**src/rtl/shag_pkg.sv**
```systemverilog
// Shared widths, register indexes and control/status types of the halo address generator.
package shag_pkg;

  localparam int HalfW  = 5;
  localparam int BoundW = 8;
  localparam int DimW   = 11;
  localparam int TsW    = 16;
  localparam int BsW    = 32;
  localparam int GridW  = 30;
  localparam int BackW  = 48;
  localparam int IdxW   = 3;
  localparam int DataW  = 32;
  localparam int PlaneW = 2 * DimW;

  localparam logic [IdxW-1:0] REG_HALF  = 3'd0;
  localparam logic [IdxW-1:0] REG_BOUND = 3'd1;
  localparam logic [IdxW-1:0] REG_WX    = 3'd2;
  localparam logic [IdxW-1:0] REG_WZ    = 3'd3;
  localparam logic [IdxW-1:0] REG_WY    = 3'd4;
  localparam logic [IdxW-1:0] REG_3D    = 3'd5;
  localparam logic [IdxW-1:0] REG_BSIZE = 3'd6;
  localparam logic [IdxW-1:0] REG_MODE  = 3'd7;

  typedef struct packed {
    logic [HalfW-1:0]  half;
    logic [BoundW-1:0] bound;
    logic [DimW-1:0]   wx;
    logic [DimW-1:0]   wz;
    logic [DimW-1:0]   wy;
    logic              three_d;
    logic [BsW-1:0]    bsize;
    logic              restore;
  } cfg_t;

  // Commands from the controller to the datapath.
  typedef struct packed {
    logic start;
    logic seek;
    logic mul1;
    logic mul2;
    logic adv;
    logic empty;
    logic fin;
    logic out_load;
  } cmd_t;

  // Status from the datapath to the controller.
  typedef struct packed {
    logic seek_ok;
    logic seek_end;
    logic wrap;
    logic out_free;
  } stat_t;

endpackage

```
**src/rtl/stencil_halo_address_generator.sv**
```systemverilog
// Top level of the stencil halo address generator.
//
//   channel  direction  payload                                      handshake
//   in       input      step_num                                     in_valid / in_ready
//   out      output     grid_address, backup_address, to_grid,       out_valid / out_ready
//                       last, empty_res
//   cfg      input      cfg_index, cfg_data                          cfg_valid / cfg_ready
//
// A request inside a running sequence passes through the accept, two registered multiplies
// (B*wx, then A*wx*wz), one add/advance step and the output load before the next accept.
// The first request of a sequence adds a phase search before the multiplies; a phase change
// adds a search after the advance step. An empty sequence takes the accept, the search and
// the load. rst_n is synchronous; it loads the register defaults and idles the walk.
// The result sits in an output register; the load waits while out_valid is high and out_ready
// low, which also holds off the next request. cfg_ready is always high.
module stencil_halo_address_generator (
  input  logic                           clk,
  input  logic                           rst_n,
  input  logic                           in_valid,
  output logic                           in_ready,
  input  logic [shag_pkg::TsW-1:0]       in_step_num,
  output logic                           out_valid,
  input  logic                           out_ready,
  output logic [shag_pkg::GridW-1:0]     out_grid_address,
  output logic [shag_pkg::BackW-1:0]     out_backup_address,
  output logic                           out_to_grid,
  output logic                           out_last,
  output logic                           out_empty_res,
  input  logic                           cfg_valid,
  output logic                           cfg_ready,
  input  logic [shag_pkg::IdxW-1:0]      cfg_index,
  input  logic [shag_pkg::DataW-1:0]     cfg_data
);

  shag_pkg::cfg_t  cfg;
  shag_pkg::cmd_t  cmd;
  shag_pkg::stat_t st;

  shag_regs u_regs (
    .clk       (clk),
    .rst_n     (rst_n),
    .cfg_valid (cfg_valid),
    .cfg_ready (cfg_ready),
    .cfg_index (cfg_index),
    .cfg_data  (cfg_data),
    .cfg       (cfg)
  );

  shag_ctrl u_ctrl (
    .clk      (clk),
    .rst_n    (rst_n),
    .in_valid (in_valid),
    .in_ready (in_ready),
    .st       (st),
    .cmd      (cmd)
  );

  shag_dp u_dp (
    .clk                (clk),
    .rst_n              (rst_n),
    .cfg                (cfg),
    .cmd                (cmd),
    .st                 (st),
    .in_step_num        (in_step_num),
    .out_valid          (out_valid),
    .out_ready          (out_ready),
    .out_grid_address   (out_grid_address),
    .out_backup_address (out_backup_address),
    .out_to_grid        (out_to_grid),
    .out_last           (out_last),
    .out_empty_res      (out_empty_res)
  );

endmodule

```
**src/rtl/shag_regs.sv**
```systemverilog
// Configuration register file of the halo address generator.
module shag_regs (
  input  logic                          clk,
  input  logic                          rst_n,
  input  logic                          cfg_valid,
  output logic                          cfg_ready,
  input  logic [shag_pkg::IdxW-1:0]     cfg_index,
  input  logic [shag_pkg::DataW-1:0]    cfg_data,
  output shag_pkg::cfg_t                cfg
);

  shag_pkg::cfg_t cfg_r;

  assign cfg_ready = 1'b1;
  assign cfg       = cfg_r;

  always_ff @(posedge clk) begin
    if (!rst_n) begin
      cfg_r.half    <= 5'd4;
      cfg_r.bound   <= '0;
      cfg_r.wx      <= 11'd1;
      cfg_r.wz      <= 11'd1;
      cfg_r.wy      <= 11'd1;
      cfg_r.three_d <= 1'b0;
      cfg_r.bsize   <= '0;
      cfg_r.restore <= 1'b0;
    end else if (cfg_valid) begin
      case (cfg_index)
        shag_pkg::REG_HALF:  cfg_r.half    <= cfg_data[shag_pkg::HalfW-1:0];
        shag_pkg::REG_BOUND: cfg_r.bound   <= cfg_data[shag_pkg::BoundW-1:0];
        shag_pkg::REG_WX:    cfg_r.wx      <= cfg_data[shag_pkg::DimW-1:0];
        shag_pkg::REG_WZ:    cfg_r.wz      <= cfg_data[shag_pkg::DimW-1:0];
        shag_pkg::REG_WY:    cfg_r.wy      <= cfg_data[shag_pkg::DimW-1:0];
        shag_pkg::REG_3D:    cfg_r.three_d <= cfg_data[0];
        shag_pkg::REG_BSIZE: cfg_r.bsize   <= cfg_data[shag_pkg::BsW-1:0];
        shag_pkg::REG_MODE:  cfg_r.restore <= cfg_data[0];
        default: ;
      endcase
    end
  end

endmodule

```
**src/rtl/shag_ctrl.sv**
```systemverilog
// Sequencing state machine of the halo address generator.
module shag_ctrl (
  input  logic                clk,
  input  logic                rst_n,
  input  logic                in_valid,
  output logic                in_ready,
  input  shag_pkg::stat_t     st,
  output shag_pkg::cmd_t      cmd
);

  typedef enum logic [6:0] {
    S_IDLE  = 7'b0000001,
    S_SEEK  = 7'b0000010,
    S_MUL1  = 7'b0000100,
    S_MUL2  = 7'b0001000,
    S_ADV   = 7'b0010000,
    S_SEEKN = 7'b0100000,
    S_OUT   = 7'b1000000
  } state_t;

  state_t state_r, state_nxt;
  logic   in_seq_r, in_seq_nxt;

  assign in_ready = (state_r == S_IDLE);

  always_comb begin
    state_nxt  = state_r;
    in_seq_nxt = in_seq_r;
    cmd        = '0;
    case (state_r)
      S_IDLE: begin
        if (in_valid) begin
          if (in_seq_r) begin
            state_nxt = S_MUL1;
          end else begin
            cmd.start = 1'b1;
            state_nxt = S_SEEK;
          end
        end
      end
      S_SEEK: begin
        cmd.seek = 1'b1;
        if (st.seek_ok) begin
          in_seq_nxt = 1'b1;
          state_nxt  = S_MUL1;
        end else if (st.seek_end) begin
          cmd.empty = 1'b1;
          state_nxt = S_OUT;
        end
      end
      S_MUL1: begin
        cmd.mul1  = 1'b1;
        state_nxt = S_MUL2;
      end
      S_MUL2: begin
        cmd.mul2  = 1'b1;
        state_nxt = S_ADV;
      end
      S_ADV: begin
        cmd.adv   = 1'b1;
        state_nxt = st.wrap ? S_SEEKN : S_OUT;
      end
      S_SEEKN: begin
        // phase ran out: find the next non-empty one or close the sequence
        cmd.seek = 1'b1;
        if (st.seek_ok) begin
          state_nxt = S_OUT;
        end else if (st.seek_end) begin
          cmd.fin    = 1'b1;
          in_seq_nxt = 1'b0;
          state_nxt  = S_OUT;
        end
      end
      S_OUT: begin
        if (st.out_free) begin
          cmd.out_load = 1'b1;
          state_nxt    = S_IDLE;
        end
      end
      default: state_nxt = S_IDLE;
    endcase
  end

  always_ff @(posedge clk) begin
    if (!rst_n) begin
      state_r  <= S_IDLE;
      in_seq_r <= 1'b0;
    end else begin
      state_r  <= state_nxt;
      in_seq_r <= in_seq_nxt;
    end
  end

endmodule

```
**src/rtl/shag_dp.sv**
```systemverilog
// Counters, range logic, address arithmetic and output register of the halo address generator.
module shag_dp (
  input  logic                           clk,
  input  logic                           rst_n,
  input  shag_pkg::cfg_t                 cfg,
  input  shag_pkg::cmd_t                 cmd,
  output shag_pkg::stat_t                st,
  input  logic [shag_pkg::TsW-1:0]       in_step_num,
  output logic                           out_valid,
  input  logic                           out_ready,
  output logic [shag_pkg::GridW-1:0]     out_grid_address,
  output logic [shag_pkg::BackW-1:0]     out_backup_address,
  output logic                           out_to_grid,
  output logic                           out_last,
  output logic                           out_empty_res
);

  localparam int CW = shag_pkg::DimW;
  localparam int GW = shag_pkg::GridW;
  localparam int BW = shag_pkg::BackW;

  localparam logic [1:0] PH_XF   = 2'd0;
  localparam logic [1:0] PH_ZF   = 2'd1;
  localparam logic [1:0] PH_YF   = 2'd2;
  localparam logic [1:0] PH_NONE = 2'd3;

  typedef struct packed {
    logic [CW-1:0] lo0;
    logic [CW-1:0] hi0;
    logic [CW-1:0] lo1;
    logic [CW-1:0] hi1;
    logic [CW-1:0] lo2;
    logic [CW-1:0] hi2;
  } rng_t;

  function automatic rng_t get_rng(input logic [1:0] p, input shag_pkg::cfg_t c);
    logic [CW-1:0] off;
    logic [CW-1:0] half_w;
    logic [CW-1:0] ys;
    logic [CW-1:0] ye;
    logic [CW-1:0] ze;
    logic [CW-1:0] xe;
    rng_t          r;
    off    = CW'(c.half) + CW'(c.bound);
    half_w = CW'(c.half);
    ys     = c.three_d ? off : '0;
    ye     = c.three_d ? c.wy : CW'(1);
    ze     = (c.wz >= off) ? c.wz - off : '0;
    xe     = (c.wx >= off) ? c.wx - off : '0;
    case (p)
      PH_XF: begin
        r.lo0 = ys;  r.hi0 = ye;
        r.lo1 = off; r.hi1 = ze;
        r.lo2 = '0;  r.hi2 = half_w;
      end
      PH_ZF: begin
        r.lo0 = ys;  r.hi0 = ye;
        r.lo1 = '0;  r.hi1 = half_w;
        r.lo2 = off; r.hi2 = xe;
      end
      default: begin
        r.lo0 = '0;  r.hi0 = c.three_d ? half_w : '0;
        r.lo1 = off; r.hi1 = ze;
        r.lo2 = off; r.hi2 = xe;
      end
    endcase
    return r;
  endfunction

  logic [1:0]            phase_r;
  logic [1:0]            seek_p_r;
  logic [CW-1:0]         outer_r;
  logic [CW-1:0]         mid_r;
  logic [CW-1:0]         inner_r;
  logic                  pm_r;
  logic [shag_pkg::BsW-1:0] elem_r;
  logic [BW-1:0]         base_r;

  logic [shag_pkg::PlaneW-1:0] plane_r;
  logic [GW-1:0]         bwx_r;
  logic [GW-1:0]         a_r;
  logic [GW-1:0]         c_r;
  logic [GW-1:0]         aplane_r;

  logic [GW-1:0]         res_grid_r;
  logic [BW-1:0]         res_back_r;
  logic                  res_to_grid_r;
  logic                  res_last_r;
  logic                  res_empty_r;

  logic                  out_valid_r;
  logic [GW-1:0]         out_grid_r;
  logic [BW-1:0]         out_back_r;
  logic                  out_to_grid_r;
  logic                  out_last_r;
  logic                  out_empty_r;

  rng_t                  rng_cur;
  rng_t                  rng_seek;
  logic [CW:0]           inner_inc;
  logic [CW:0]           mid_inc;
  logic [CW:0]           outer_inc;
  logic                  inner_wrap;
  logic                  mid_wrap;
  logic                  outer_wrap;
  logic [CW-1:0]         crd;
  logic [CW-1:0]         span;
  logic [GW-1:0]         face;
  logic [GW-1:0]         a_sel;
  logic [GW-1:0]         b_sel;
  logic [GW-1:0]         c_sel;
  logic [BW:0]           back_sum;

  assign rng_cur  = get_rng(phase_r, cfg);
  assign rng_seek = get_rng(seek_p_r, cfg);

  assign inner_inc  = {1'b0, inner_r} + (CW+1)'(1);
  assign mid_inc    = {1'b0, mid_r} + (CW+1)'(1);
  assign outer_inc  = {1'b0, outer_r} + (CW+1)'(1);
  assign inner_wrap = !(inner_inc < {1'b0, rng_cur.hi2});
  assign mid_wrap   = !(mid_inc < {1'b0, rng_cur.hi1});
  assign outer_wrap = !(outer_inc < {1'b0, rng_cur.hi0});

  assign st.seek_ok  = (seek_p_r != PH_NONE) && (rng_seek.hi0 > rng_seek.lo0) &&
                       (rng_seek.hi1 > rng_seek.lo1) && (rng_seek.hi2 > rng_seek.lo2);
  assign st.seek_end = (seek_p_r == PH_YF) || (seek_p_r == PH_NONE);
  assign st.wrap     = pm_r && inner_wrap && mid_wrap && outer_wrap;
  assign st.out_free = !out_valid_r || out_ready;

  // grid address = A*plane + B*wx + C; the face coordinate lands in A, B or C by phase
  always_comb begin
    case (phase_r)
      PH_XF: begin
        crd  = inner_r;
        span = cfg.wx;
      end
      PH_ZF: begin
        crd  = mid_r;
        span = cfg.wz;
      end
      default: begin
        crd  = outer_r;
        span = cfg.wy;
      end
    endcase
    face = pm_r ? GW'(span) - GW'(cfg.bound) - GW'(1) - GW'(crd)
                : GW'(cfg.bound) + GW'(crd);
    case (phase_r)
      PH_XF: begin
        a_sel = GW'(outer_r);
        b_sel = GW'(mid_r);
        c_sel = face;
      end
      PH_ZF: begin
        a_sel = GW'(outer_r);
        b_sel = face;
        c_sel = GW'(inner_r);
      end
      default: begin
        a_sel = face;
        b_sel = GW'(mid_r);
        c_sel = GW'(inner_r);
      end
    endcase
  end

  assign back_sum = {1'b0, base_r} + (BW+1)'(elem_r);

  always_ff @(posedge clk) begin
    if (!rst_n) begin
      phase_r  <= PH_XF;
      seek_p_r <= PH_XF;
      outer_r  <= '0;
      mid_r    <= '0;
      inner_r  <= '0;
      pm_r     <= 1'b0;
      elem_r   <= '0;
      base_r   <= '0;
    end else begin
      if (cmd.start) begin
        base_r   <= BW'(in_step_num) * BW'(cfg.bsize);
        elem_r   <= '0;
        seek_p_r <= PH_XF;
      end
      if (cmd.seek) begin
        if (st.seek_ok) begin
          phase_r <= seek_p_r;
          outer_r <= rng_seek.lo0;
          mid_r   <= rng_seek.lo1;
          inner_r <= rng_seek.lo2;
          pm_r    <= 1'b0;
        end else begin
          seek_p_r <= seek_p_r + 2'd1;
        end
      end
      if (cmd.adv) begin
        elem_r <= elem_r + shag_pkg::BsW'(1);
        if (!pm_r) begin
          pm_r <= 1'b1;
        end else begin
          pm_r <= 1'b0;
          if (!inner_wrap) begin
            inner_r <= inner_inc[CW-1:0];
          end else begin
            inner_r <= rng_cur.lo2;
            if (!mid_wrap) begin
              mid_r <= mid_inc[CW-1:0];
            end else begin
              mid_r   <= rng_cur.lo1;
              outer_r <= outer_inc[CW-1:0];
              if (outer_wrap) begin
                seek_p_r <= phase_r + 2'd1;
              end
            end
          end
        end
      end
    end
  end

  always_ff @(posedge clk) begin
    if (cmd.mul1) begin
      plane_r <= shag_pkg::PlaneW'(cfg.wx) * shag_pkg::PlaneW'(cfg.wz);
      bwx_r   <= b_sel * GW'(cfg.wx);
      a_r     <= a_sel;
      c_r     <= c_sel;
    end
    if (cmd.mul2) begin
      aplane_r <= a_r * GW'(plane_r);
    end
    if (cmd.adv) begin
      res_grid_r    <= aplane_r + bwx_r + c_r;
      res_back_r    <= back_sum[BW] ? {BW{1'b1}} : back_sum[BW-1:0];
      res_to_grid_r <= cfg.restore;
      res_last_r    <= 1'b0;
      res_empty_r   <= 1'b0;
    end
    if (cmd.empty) begin
      res_grid_r    <= '0;
      res_back_r    <= '0;
      res_to_grid_r <= cfg.restore;
      res_last_r    <= 1'b1;
      res_empty_r   <= 1'b1;
    end
    if (cmd.fin) begin
      res_last_r <= 1'b1;
    end
    if (cmd.out_load) begin
      out_grid_r    <= res_grid_r;
      out_back_r    <= res_back_r;
      out_to_grid_r <= res_to_grid_r;
      out_last_r    <= res_last_r;
      out_empty_r   <= res_empty_r;
    end
  end

  always_ff @(posedge clk) begin
    if (!rst_n) begin
      out_valid_r <= 1'b0;
    end else if (cmd.out_load) begin
      out_valid_r <= 1'b1;
    end else if (out_ready) begin
      out_valid_r <= 1'b0;
    end
  end

  assign out_valid          = out_valid_r;
  assign out_grid_address   = out_grid_r;
  assign out_backup_address = out_back_r;
  assign out_to_grid        = out_to_grid_r;
  assign out_last           = out_last_r;
  assign out_empty_res      = out_empty_r;

endmodule

```
**config.mk**
```make
export PLATFORM = sky130hd
export DESIGN_NAME = stencil_halo_address_generator
export DESIGN_NICKNAME = d
export VERILOG_FILES = /design/src/rtl/shag_pkg.sv /design/src/rtl/stencil_halo_address_generator.sv /design/src/rtl/shag_regs.sv /design/src/rtl/shag_ctrl.sv /design/src/rtl/shag_dp.sv
export SDC_FILE = /design/constraint.sdc
export NUM_CORES = 2
export LEC_CHECK = 0
export ABC_AREA = 1
export BUFFER_PORTS_ARGS = -buffer_cell sky130_fd_sc_hd__buf_2
export CORE_AREA = 2 2 355 357
export DETAILED_ROUTE_END_ITERATION = 12
export DIE_AREA = 0 0 357 359
export GPL_TIMING_DRIVEN = 1
export PLACE_DENSITY = 0.8
export SLEW_MARGIN = 20
export SYNTH_ARGS = -nofsm -noshare
export SYNTH_HDL_FRONTEND = slang
export SYNTH_SLANG_ARGS = --single-unit
```
**constraint.sdc**
```tcl
create_clock -name clk -period 15.4 [get_ports clk]
set_input_delay 0.77 -clock clk [delete_from_list [all_inputs] [get_ports clk]]
set_output_delay 0.77 -clock clk [all_outputs]
set_load 0.1 [all_outputs]
```
# [After elaboration in Yosys (flattened, before gate mapping)]
# Index checks and enable logic that the tools add are counted.
[totals] output_inout_bits=84 word_cells=198 register_bits=511 in_bits=56
[classes] magnitude_cmp=8 muxes=74 n_reduce_logical=36 eq_ne=24 add_sub_neg=16 n_mul=4
[ops] operator="$mux 11" count=22
[ops] operator="$pmux 64 s2" count=1
[ops] operator="$pmux 55 s2" count=1
[ops] operator="$mux 32" count=2
[ops] operator="$add 30x30->30" count=2
[ops] operator="$mux 30" count=2
[ops] operator="$add 48x32->49" count=1
[ops] operator="$pmux 7 s7" count=1
[ops] operator="$mul 16x32->48" count=1
[ops] operator="$mux 48" count=1
[ops] operator="$pmux 11 s2" count=2
[ops] operator="$mux 7" count=6
[ops] operator="$add 11x1->12 const B" count=3
[ops] operator="$lt 12x11->1" count=3
[ops] operator="$gt 11x11->1" count=3
[ops] operator="$add 32x1->32 const B" count=1
[ops] operator="$mul 30x11->30" count=1
[ops] operator="$mul 30x22->30" count=1
[ops] operator="$sub 30x1->30 const B" count=1
[ops] operator="$sub 30x11->30" count=1
[ops] operator="$mux 1" count=24
[ops] operator="$ge 11x9->1" count=2
[ops] operator="$mul 11x11->22" count=1
[ops] operator="$reduce_and 2->1" count=11
[ops] operator="31 further kinds" count=68

# [Depth between registers and ports, before layout]
[logic_depth] depth_word=15 depth_mapped=54 mapped_depth_nobuf=51

# [By module]
# From an unflattened synthesis, not the netlist that was laid out.
[unflattened] cells_unflattened=8379 area_unflattened_um2=65606.7
[by_module_without_submodules] mod="shag_dp" seq_area_each_um2=9749.4 cells_each=7807 instances=1 area_per_inst_um2=61726.7
[by_module_without_submodules] mod="shag_regs" seq_area_each_um2=1601.5 cells_each=482 instances=1 area_per_inst_um2=3319.4
[by_module_without_submodules] mod="shag_ctrl" seq_area_each_um2=160.2 cells_each=90 instances=1 area_per_inst_um2=560.5

# [Least setup slack after synthesis]
# No wires, ideal clock.
[synth_timing] kind="reg-to-reg" from="register u_dp.phase_r[1]" to="register u_dp.bwx_r[29], data pin" setup_ns=0.252 path_stages_with_launch=53 period_less_slack_ns=9.534 n_path_buf=4 setup_slack_ns=5.866 arrival_time_ns=9.281 required_time_ns=15.148 path_cell_list="dfxtp_1 > inv_1 > ha_1 > buf_6 > buf_4 > inv_1 > clkbuf_1 > buf_1 > o22ai_1 > a21oi_1 > ha_1 > inv_1 > fa_1 > a21o_1 > a21oi_1 > o21ai_0 > and2_1 > o21ai_0 > [... 17 more ...] > fa_1 > fa_1 > inv_1 > fa_1 > inv_1 > ha_1 > a21oi_1 > o21ai_0 > a21oi_1 > nand3_1 > nand2_1 > nand3_1 > a21oi_1 > o21ai_0 > a21oi_1 > inv_1 > nand2_1 > nand2_1"
[synth_between] elab_chain_cells=8 word_cells_on_any_way=11 cone_classes="4 x add/sub; 1 x mul; 1 x eq/ne; 4 x mux; 1 x reduce/logical"
[synth_rtl] item="from (decl)" line_no="shag_dp.sv:70" source="logic [1:0] phase_r;"
[synth_rtl] item="from (signal assigned)" line_no="shag_dp.sv:187" source="phase_r <= seek_p_r;"
[synth_rtl] item="$eq 2x1->1 or $logic_not 2->1 (tied branches)" line_no="shag_dp.sv:132, shag_dp.sv:148"
[synth_rtl] item="$pmux 11 s2" line_no="shag_dp.sv:132" source="case (phase_r)"
[synth_rtl] item="$sub 11x8->12" line_no="shag_dp.sv:146" source="face = pm_r ? GW'(span) - GW'(cfg.bound) - GW'(1) - GW'(crd)"
[synth_rtl] item="$sub 30x1->30" line_no="shag_dp.sv:146"
[synth_rtl] item="$sub 30x11->30" line_no="shag_dp.sv:146"
[synth_rtl] item="$mux 30" line_no="shag_dp.sv:146"
[synth_rtl] item="$mux 30 (*)" line_no="shag_dp.sv:148" source="case (phase_r)"
[synth_rtl] item="$mul 30x11->30 (*)" line_no="shag_dp.sv:224" source="bwx_r <= b_sel * GW'(cfg.wx);"
[synth_rtl] item="to (signal assigned)" line_no="shag_dp.sv:224"
[synth_rtl] item="to (decl)" line_no="shag_dp.sv:80" source="logic [GW-1:0] bwx_r;"
# Every way passes the cells marked *; elsewhere a longest branch is shown, timed or not.
# A chain may end at the register's enable or synchronous reset.

# [Worst setup path in the final report]
# Same ends and word-level chain as after synthesis.

==> impl_metrics.yaml <==
routing:
  dr.pass1.iters: 8
  wire_per_inst_um: 19.8
  drc_errors: 0
  final_antenna_net_count: 0
  via_per_inst: 5.63
  routed_wl_mm: 210
  first_iter_violations: 5127
  vias: 59634
setup_path:
  crit_type: "reg -> reg"
  reg2reg_depth: 47
  rr_startpoint: "u_dp.phase_r[1]$_SDFFE_PN0P_"
  cp_data_required_time_ps: 15810
  critPathCaptureType: "register"
  cp_max_fo: 75
  cp-start-kind: "register"
  critPathMostFrequentCell: "nand2_1"
  slowest_delay_ps: 760
  rrSetupSlack_ps: 4680
  cp_slowest_cell: "nor2_1"
  rr_endpoint: "u_dp.bwx_r[29]$_DFFE_PN_"
  crit_arrival_ps: 11130
placement:
  portBuffers: 138
  hpwlAfterDp_mm: 165
  place_congestion: 1.01
  placed_cell_area_um2: 72100
clock_network:
  cts_tree: "built"
  clk_pin_slew_worst_paths_ps: 60
  cts_hold_buf: 0
  ctsResizeCount: 0
  cts_buffer_depth: 3
  clock-root-buffer: "clkbuf_16"
  cts_max_level: 2
  post_cts_buffers: 0
  cts.sinks: 511
  insertion_delay_ps: 730
  cts_inserted_buffers: 58
yosys:
  netlist_area_um2: 70300
  synth_compound_area_share_pct: 8.41
  yosysWarningCount: 0
  syn_inst: 9002
  synth.distinct_cells: 67
  ys.flop_type: "dfxtp_1"
  synth_mux_area_share_pct: 0.0142
  synth_top_cell_by_area: "fa_1"
  synth_nets: 10617
  ys_async_sr_fraction_pct: 0
  synth_seq_cells: 511
  synth_fa_ha_area_share_pct: 39.2
  synth_xor_area_share_pct: 2.69
  synth-edff-count: 224
  ys_seq_area_share_pct: 17.7
  synth_simple_gate_area_share_pct: 18.8
  synth_top_family_by_area: "adder cells"
  avgSynthCellArea_um2: 7.81
  synth_top_area_share_pct: 30.4
  synth_top_cells_by_area: "fa_1, inv_1, nand2_1"
finish:
  final_nets: 10502
  layout_commonest_cell: "inv_1"
  stdcell_area_um2: 74100
  multi_input_area_um2: 48600
  fillers: 11225
  fin_util_pct: 59.5
  final_cell_mix: "inv_1, nand2_1, fa_1"
  final_layout_size_suffix_gt1_share_pct: 4.57
  register_area_um2: 12500
  area_growth_pct: 5.44
grt:
  antenna_found_initial: 10
  grt_pass1_vias: 62138
  overflow: 0
  grt_usage_pct: 33.2
  grt_pass1_wl_mm: 334
  grt_max_degree: 95
sta:
  rsz0062_at_grt: "false"
  fin_skew_ps: 90.5
  hold_viol: 0
  fmax_mhz: 93.3
  slew_viol_final: 0
  final.setup.tns_ps: 0
  setup_viol: 0
  tightestPinTransition_ps: 1200
  fin_crit_sh_pct: 69.6
  slew_headroom_pct: 20.2
  min_period_ps: 10720
min_path:
  hp-class: "in -> reg"
  holdPathStages: 3
  min_to: "u_regs.cfg[21]$_SDFFE_PN0P_"
  min_from: "cfg_data[20]"
power_and_ir_drop:
  seqPwrFrac_pct: 27.0
  p_leak_uw: 0.0371
  power.internal_uw: 3320
  sw_frac_of_total_pct: 44.9
  vdd_ir_drop_max_uv: 120
  p_per_area_nw_per_um2: 81.3
  clkPwrFrac_pct: 24.8
  p_switching_uw: 2710
  combinationalPowerShare_pct: 48.2
run:
  max_cap_viol_count: 0
floorplanning:
  die_h_um: 359
  chipWidth_um: 357
  row_count: 130
  core_area_um2: 125000
  boundaryPins: 140
  start_util_pct: 56.4
  dieArea_um2: 128000
status:
  status: "finished, final reports clean"
## critical path, delay by kind of cell, from the launching register on
family	cells	cell delay [ps]
XOR/XNOR	1	210
AND/OR/NAND/NOR	16	2610
buffers and inverters	9	1500
AO/OA/AOI/OAI	11	1830
flip-flops	1	300
adder cells (fa/ha/maj)	10	3930
## synth_stat cells, drive strengths merged, types with 3 or more instances
cell	count
nand4	99
clkbuf	312
o221ai	11
buf	67
nand2	2044
a21o	35
a21boi	11
nor4	25
fa	1069
o31ai	4
a211oi	12
o211ai	64
or2	40
a221oi	10
clkinv	6
a31o	4
a31oi	44
inv	2053
o22ai	18
and2	4
nor3b	4
o21ai	353
nand3	257
dfxtp	287
nor2	686
o21a	24
a32oi	4
nor3	68
xnor2	81
nand3b	8
and3	5
a21oi	405
xor2	132
edfxtp	224
o32ai	3
o21bai	28
ha	490
o311ai	3
## power by group through the flow
stage | clock [µW] | combinational [µW] | sequential (µW)
6_report | 1490 | 2910 | 1630
5_1_grt | 1560 | 3230 | 1630
4_1_cts | 1510 | 2880 | 1620
3_5_place_dp | 0 | 2860 | 1650
3_3_place_gp | 0 | 2810 | 1650
2_1_floorplan | 0 | 2020 | 1610
## metal layers
metal | track usage [%] | vias up | part of all wire, %
li1 | - | 27096 | -
met1 | 39.7 | 28988 | 37
met3 | 5.22 | 782 | 8.0
met2 | 56.8 | 2760 | 48
met5 | 0 | - | 0.023
met4 | 19.1 | 8 | 6.8
## cell families (layout without fill, tap and decap cells)
group | after synthesis | in the layout
AND/OR/NAND/NOR | 3240 | 3240
adder cells (fa/ha/maj) | 1559 | 1559
XOR/XNOR | 214 | 214
buffers and inverters | 2438 | 2369
flip-flops | 511 | 511
AO/OA/AOI/OAI | 1038 | 1038
multiplexers | 1 | 1
other | 1 | 5
## metrics by stage
stage	setup slack [ps]	instances	hold WS, ps	power, µW
global placement	4930	10476	409	4460
finish	4680	10587	271	6030
global route	3860	10585	272	6420
CTS	4790	10582	242	6020
floorplan	5870	9002	400	3630
detailed placement	4880	10476	407	4510
## final cells by class
| cell class | instances | area share, % |
|---|---|---|
| sequential | 511 | 16.8 |
| tap | 1650 | 2.78 |
| inverter | 2059 | 10.4 |
| timing repair buffer | 204 | 1.62 |
| clock buffer | 64 | 2.04 |
| clock inverter | 42 | 0.716 |
| multi-input combinational | 6053 | 65.6 |
| antenna | 4 | 0.0135 |
## sequential cells by signal, summed over array words and instances, names as in the netlist, 2 cells and up
name,count
u_dp.out_backup_address,48
u_dp.out_grid_address,30
u_dp.phase_r,2
u_regs.cfg,80
u_dp.inner_r,11
u_dp.res_grid_r,30
u_dp.a_r,30
u_dp.outer_r,11
u_dp.aplane_r,30
u_dp.elem_r,32
u_dp.mid_r,11
u_dp.seek_p_r,2
u_dp.base_r,48
u_ctrl.state_r,7
u_dp.bwx_r,30
u_dp.c_r,30
u_dp.res_back_r,48
u_dp.plane_r,22
## worst max-delay path by stage
stage | start | endpoint | slack, ps | cells past startpoint
6_report | u_dp.phase_r[1]$_SDFFE_PN0P_ | u_dp.bwx_r[29]$_DFFE_PN_ | 4680 | 47
5_1_grt | u_dp.phase_r[1]$_SDFFE_PN0P_ | u_dp.bwx_r[29]$_DFFE_PN_ | 3860 | 48
4_1_cts | u_dp.phase_r[1]$_SDFFE_PN0P_ | u_dp.bwx_r[29]$_DFFE_PN_ | 4790 | 47
3_5_place_dp | u_dp.phase_r[1]$_SDFFE_PN0P_ | u_dp.bwx_r[29]$_DFFE_PN_ | 4880 | 47
3_3_place_gp | u_dp.phase_r[1]$_SDFFE_PN0P_ | u_dp.bwx_r[29]$_DFFE_PN_ | 4930 | 47
2_1_floorplan | u_dp.phase_r[1]$_SDFFE_PN0P_ | u_dp.bwx_r[29]$_DFFE_PN_ | 5870 | 52
Power figures use the tool's default switching activity.
